## src/rtl/core/ppt_pkg.sv

```systemverilog
// Shared types and constants of the point-in-polygon test block.
package ppt_pkg;

  localparam int FIELD_W  = 16;
  localparam int CMD_W    = 2;
  localparam int STATUS_W = 2;
  localparam int MIN_POLY = 3;

  typedef enum logic [CMD_W-1:0] {
    CMD_CLEAR  = 2'd0,
    CMD_APPEND = 2'd1,
    CMD_QUERY  = 2'd2
  } cmd_e;

  typedef enum logic [STATUS_W-1:0] {
    STAT_OK   = 2'd0,
    STAT_FULL = 2'd1,
    STAT_FEW  = 2'd2
  } status_e;

  typedef enum logic [1:0] {
    S_IDLE,
    S_WALK,
    S_DRAIN
  } state_e;

  typedef struct packed {
    logic vld;
    logic first;
  } edge_ctl_t;

endpackage

```

## src/rtl/core/ppt_edge_unit.sv

```systemverilog
// Pipelined edge evaluator that accumulates the crossing parity of one query.
module ppt_edge_unit #(
  parameter int CW = 16
) (
  input  logic                     clk,
  input  logic                     rst_n,
  input  logic                     start,
  input  logic signed [CW-1:0]     px,
  input  logic signed [CW-1:0]     py,
  input  ppt_pkg::edge_ctl_t       ctl,
  input  logic signed [CW-1:0]     bx,
  input  logic signed [CW-1:0]     by,
  output logic                     busy,
  output logic                     in_poly
);

  localparam int DW = CW + 1;
  localparam int PW = 2 * DW;

  logic signed [CW-1:0] px_r, py_r, ax_r, ay_r;
  logic signed [CW-1:0] lo, hi, xmax;

  logic                 r1_vld_r, r1_vld_nxt;
  logic                 r1_cand_r, r1_cand_nxt;
  logic                 r1_vert_r, r1_neg_r;
  logic signed [DW-1:0] dpx_r, dy_r, dpy_r, dbx_r;
  logic signed [DW-1:0] dpx_nxt, dy_nxt, dpy_nxt, dbx_nxt;

  logic                 r2_vld_r, r2_cand_r, r2_vert_r, r2_neg_r;
  logic signed [PW-1:0] lhs_r, rhs_r, lhs_nxt, rhs_nxt;

  logic                 hit;
  logic                 par_r;

  always_comb begin
    lo          = (ay_r < by) ? ay_r : by;
    hi          = (ay_r < by) ? by : ay_r;
    xmax        = (ax_r > bx) ? ax_r : bx;
    r1_vld_nxt  = ctl.vld && !ctl.first;
    r1_cand_nxt = (ay_r != by) && (py_r > lo) && (py_r <= hi) && (px_r <= xmax);
    dy_nxt      = DW'(by) - DW'(ay_r);
    dpx_nxt     = DW'(px_r) - DW'(ax_r);
    dpy_nxt     = DW'(py_r) - DW'(ay_r);
    dbx_nxt     = DW'(bx) - DW'(ax_r);
    lhs_nxt     = PW'(dpx_r) * PW'(dy_r);
    rhs_nxt     = PW'(dpy_r) * PW'(dbx_r);
    hit         = r2_cand_r && (r2_vert_r || (r2_neg_r ? (lhs_r >= rhs_r)
                                                       : (lhs_r <= rhs_r)));
  end

  always_ff @(posedge clk) begin
    if (!rst_n) begin
      r1_vld_r <= 1'b0;
      r2_vld_r <= 1'b0;
      par_r    <= 1'b0;
    end else begin
      r1_vld_r <= r1_vld_nxt;
      r2_vld_r <= r1_vld_r;
      if (start) begin
        par_r <= 1'b0;
      end else if (r2_vld_r && hit) begin
        par_r <= ~par_r;
      end
    end
  end

  always_ff @(posedge clk) begin
    if (start) begin
      px_r <= px;
      py_r <= py;
    end
    if (ctl.vld) begin
      ax_r <= bx;
      ay_r <= by;
    end
    r1_cand_r <= r1_cand_nxt;
    r1_vert_r <= (ax_r == bx);
    r1_neg_r  <= (ay_r > by);
    dpx_r     <= dpx_nxt;
    dy_r      <= dy_nxt;
    dpy_r     <= dpy_nxt;
    dbx_r     <= dbx_nxt;
    r2_cand_r <= r1_cand_r;
    r2_vert_r <= r1_vert_r;
    r2_neg_r  <= r1_neg_r;
    lhs_r     <= lhs_nxt;
    rhs_r     <= rhs_nxt;
  end

  assign busy    = ctl.vld || r1_vld_r || r2_vld_r;
  assign in_poly = par_r;

endmodule

```

## config.mk

```make
export PLATFORM = sky130hd
export DESIGN_NAME = ppt_edge_unit
export DESIGN_NICKNAME = d
export VERILOG_FILES = /design/src/rtl/core/ppt_pkg.sv /design/src/rtl/core/ppt_edge_unit.sv
export SDC_FILE = /design/constraint.sdc
export NUM_CORES = 2
export LEC_CHECK = 0
export BUFFER_PORTS_ARGS = -buffer_cell sky130_fd_sc_hd__buf_2
export CAP_MARGIN = 20
export CORE_UTILIZATION = 70
export CTS_CLUSTER_DIAMETER = 40
export CTS_CLUSTER_SIZE = 10
export DETAILED_ROUTE_END_ITERATION = 7
export GPL_ROUTABILITY_DRIVEN = 0
export PLACE_DENSITY = 0.95
export SLEW_MARGIN = 10
export SYNTH_ARGS = -nofsm -noshare
export SYNTH_HDL_FRONTEND = slang
export SYNTH_SLANG_ARGS = --single-unit
```

## constraint.sdc

```tcl
create_clock -name clk -period 9.4 [get_ports clk]
set_clock_uncertainty 0.15 [all_clocks]
set_input_delay 2.35 -clock clk [delete_from_list [all_inputs] [get_ports clk]]
set_output_delay 2.35 -clock clk [all_outputs]
set_load 0.02 [all_outputs]
```

* Word level (Yosys, flattened, before mapping)
Cells that the tools add are included.
Operators by class: bitwise logic cells 2, $mul 2, $lt $le $gt $ge 8, reductions and logical operators 11, equality and inequality tests 2, add/subtract/negate cells 4, muxes and demuxes 4
Operators by type and width (count):
- $mul 17x17->34 | 2
- $sub 16x16->17 | 4
- $gt 16x16->1 | 3
- $mux 16 | 3
- $ge 34x34->1 | 1
- $le 34x34->1 | 1
- $le 16x16->1 | 2
- $eq 16x16->1 | 1
- $lt 16x16->1 | 1
- $ne 16x16->1 | 1
- $logic_and 1x1->1 | 6
- $logic_or 1x1->1 | 3
- $not 1->1 | 2
- $reduce_or 2->1 | 1
- $logic_not 1->1 | 1
- $mux 1 | 1
Word-level totals: register bits 209, input bits 69

* Longest topological paths before layout
word-level depth 6, mapped depth 25, mapped depth without buffers 23

* Worst setup path before layout
Ideal clock, no wire load.
kind reg-to-reg, start register dy_r[8], end register lhs_r[32], stages on the path, launching flop included 25, clock period less this slack 6.253 ns, library setup time 0.129 ns, arrival 5.974 ns, setup slack 3.147 ns, data required time 9.121 ns, path through dfxtp_1 clkbuf_1 clkbuf_1 nand2_1 fa_1 inv_1 fa_1 inv_1 fa_1 inv_1 fa_1 fa_1 inv_1 fa_1 inv_1 ha_1 a21oi_1 nor3b_1 o21ai_0 a31o_2 a21oi_1 o21ai_1 a2111oi_2 nor3_1 nand4b_1
On the way: word-level cells in the longest chain between the ends 1
Ends and longest elaborated chain:
- from (decl) | RTL line ppt_edge_unit.sv:26 | logic signed [DW-1:0] dpx_r, dy_r, dpy_r, dbx_r;
- from (signal assigned) | RTL line ppt_edge_unit.sv:80 | dy_r <= dy_nxt;
- $mul 17x17->34 | RTL line ppt_edge_unit.sv:45 | lhs_nxt = PW'(dpx_r) * PW'(dy_r);
- named net lhs_nxt[32] | RTL line ppt_edge_unit.sv:30 | logic signed [PW-1:0] lhs_r, rhs_r, lhs_nxt, rhs_nxt;
- to (signal assigned) | RTL line ppt_edge_unit.sv:86 | lhs_r <= lhs_nxt;
- to (decl) | RTL line ppt_edge_unit.sv:30
The timed path passes the listed nets, and every way through them passes these cells. A chain may end at the register's enable or synchronous reset.

* Worst setup path after layout
start register dbx_r[2], end register rhs_r[33]
On the way: word-level cells in the longest chain between the ends 1
Ends and longest elaborated chain:
- from (decl) | RTL line ppt_edge_unit.sv:26
- from (signal assigned) | RTL line ppt_edge_unit.sv:82 | dbx_r <= dbx_nxt;
- $mul 17x17->34 | RTL line ppt_edge_unit.sv:46 | rhs_nxt = PW'(dpy_r) * PW'(dbx_r);
- named net rhs_nxt[33] | RTL line ppt_edge_unit.sv:30
- to (signal assigned) | RTL line ppt_edge_unit.sv:87 | rhs_r <= rhs_nxt;
- to (decl) | RTL line ppt_edge_unit.sv:30
The timed path passes the listed nets, and every way through them passes these cells.

==> impl_metrics.env <==
export IMPL_maxSlewViolCount=0
export IMPL_holdBufCountCts=0
export IMPL_drt_wl_total_um=85200
export IMPL_clk_latency_ns=0.56
export IMPL_areaGrowthSynthToFinish_pct=6.03
export IMPL_initial_core_util=0.708
export IMPL_finalSetupTns_ns=0
export IMPL_syn_avg_cell_area_um2=9.67
export IMPL_track_usage=0.381
export IMPL_setup_violations_final=0
export IMPL_drc=0
export IMPL_worstSetupStartpointType="flip-flop"
export IMPL_fp_dieW_um=216
export IMPL_tritoncts="done"
export IMPL_grt_max_degree=35
export IMPL_fmax_mhz=132
export IMPL_synth_edf_count=64
export IMPL_netlist_area_um2=32100
export IMPL_cp_common_cell="fa_1"
export IMPL_dr_pass1_iters=6
export IMPL_synth_async_sr_flop_share=0
export IMPL_vias_per_cell=6.23
export IMPL_drt_iter0_markers=2181
export IMPL_antenna_found_initial=10
export IMPL_path_cells="nand2_1 -> inv_1 -> fa_1 -> fa_1 -> fa_1 -> fa_1 -> fa_1 -> inv_1 -> fa_1 -> inv_1 -> ha_1 -> and3_1 -> nand4_1 -> or3_1 -> nor3_1 -> o2111ai_1 -> a31oi_1 -> o21ai_1 -> a21oi_1 -> a31oi_1"
export IMPL_layout_common_cells="720 x inv_1, 596 x fa_1, 322 x nand2_1"
export IMPL_cts_buffers=36
export IMPL_clk_path_buf_depth=3
export IMPL_post_cts_buffers=0
export IMPL_cts_sinks=209
export IMPL_ys_seq_area_frac=0.150
export IMPL_crit_type="reg2reg"
export IMPL_slew_headroom=0.205
export IMPL_final_nets=4323
export IMPL_worst_pin_slew_ns=1.19
export IMPL_period_share=0.804
export IMPL_die_h_um=216
export IMPL_synthCells=3317
export IMPL_grt_pass1_wl_um=139000
export IMPL_io_buffer_count=70
export IMPL_cap_violations=0
export IMPL_outcome="complete, no violations"
export IMPL_cp_slowest_cell="fa_1"
export IMPL_fin_crit_ns=7.55
export IMPL_netlist_top_cells_area="fa_1 37%, ha_1 12%, dfxtp_1 9.1%"
export IMPL_grt_pass1_vias=27980
export IMPL_ys_ff_latch=209
export IMPL_crit_required_ns=9.67
export IMPL_grt_ovfl_total=0
export IMPL_hpwl_um=63000
export IMPL_crit_fanout=17
export IMPL_rows=78
export IMPL_layout_commonest_cell="inv_1"
export IMPL_hold_violations=0
export IMPL_synth_warnings=0
export IMPL_synth_top_cell_by_area="fa_1"
export IMPL_crit_arrival_ns=7.82
export IMPL_core_area_um2=45300
export IMPL_cpPeakStageDelay_ns=0.84
export IMPL_crit_buf_inv=3
export IMPL_synth_top_area_frac=0.372
export IMPL_htree_levels=2
export IMPL_detail_route_wl_per_cell_um=21.4
export IMPL_root_buffer="clkbuf_16"
export IMPL_rsz0062_at_grt="false"
export IMPL_drive_above_1_share=0.0475
export IMPL_path_clk_slew_ns=0.06
export IMPL_ys_types=74
export IMPL_syn_num_nets=4300
export IMPL_hold_class="reg2reg"
export IMPL_routed_via_count=24732
export IMPL_synth_ff_type="dfxtp_1"
export IMPL_die_area_um2=46700
export IMPL_crit_family="adder cells"
export IMPL_cp_end_kind="flip-flop"
export IMPL_ant_nets=0
export IMPL_cts_resized=0
export IMPL_ios=71
## metal layers
metal  routed length, µm  part of all wire  global-route usage  vias to the layer above
li1                    -                 -                   -                    10331
met1               27800              0.33               0.422                    12192
met2               42000              0.49               0.652                     1619
met3                8700              0.10              0.0928                      580
met4                6600             0.078               0.255                       10
met5                  68           0.00080                   0                        -
## area by class of cell
type                       instances  area [µm²]
multi-input combinational       2302       24200
fill                            2655       11300
sequential                       209        4820
inverter                         720        2700
clock buffer                      48        1010
tap                              600         751
timing repair buffer              71         358
clock inverter                    17         135
antenna                            6        15.0
## flip-flops by register name (all words and copies together) (netlist names), 16 cells and up
register / flops
rhs_r: 34
ax_r: 16
dy_r: 17
ay_r: 16
py_r: 16
dpx_r: 17
dpy_r: 17
lhs_r: 34
dbx_r: 17
px_r: 16
## worst register-to-register path: stages (launching register included)
cell and delay, ns:
dfxtp_1 0.77, nand2_1 0.22, inv_1 0.17, fa_1 0.55, fa_1 0.84, fa_1 0.52, fa_1 0.51, fa_1 0.50
inv_1 0.05, fa_1 0.49, inv_1 0.06, ha_1 0.39, and3_1 0.26, nand4_1 0.18, or3_1 0.40, nor3_1 0.51
o2111ai_1 0.23, a31oi_1 0.27, o21ai_1 0.14, a21oi_1 0.17, a31oi_1 0.06
## stage by stage
step / cells / util / hold WS, ns / instance area [µm²] / setup slack (ns)
after floorplan: 3317 / - / 0.160 / 32100 / 3.15
after global placement: 3902 / 0.725 / 0.164 / 32800 / 2.18
after detailed placement: 3902 / 0.725 / 0.163 / 32800 / 1.98
after CTS: 3967 / 0.751 / 0.159 / 34000 / 2.03
after global routing: 3967 / 0.751 / 0.179 / 34000 / 1.50
final: 3973 / 0.751 / 0.174 / 34000 / 1.85
## final timing paths
check	from	endpoint	slack, ns	depth (start not counted)
worst min register to register	r1_vert_r	r2_vert_r	0.17	0
worst min-delay path	r1_vert_r	r2_vert_r	0.17	0
worst max-delay path	dbx_r[2]	rhs_r[33]	1.85	20
worst max register to register	dbx_r[2]	rhs_r[33]	1.85	20
## synthesized netlist by cell type, types with 47 or more instances
cell type / n
inv_1: 720
fa_1: 596
nand2_1: 322
ha_1: 318
and2_1: 295
dfxtp_1: 145
a21oi_1: 104
xnor2_1: 97
clkbuf_1: 79
nor2_1: 77
edfxtp_1: 64
o21ai_0: 55
a21o_1: 52
mux2i_1: 47
## cell families after synthesis
group	synth area share
AOI/OAI and AO/OA	0.0685
xor gates and xnor gates	0.0347
adders and majority gates	0.496
buffers and inverters	0.0949
DFF	0.150
muxes	0.0171
and+or+nand+nor	0.138
Power is left out: the tool's default activity adds up to more than one toggle a clock period on the data nets, which glitch-free logic cannot reach.
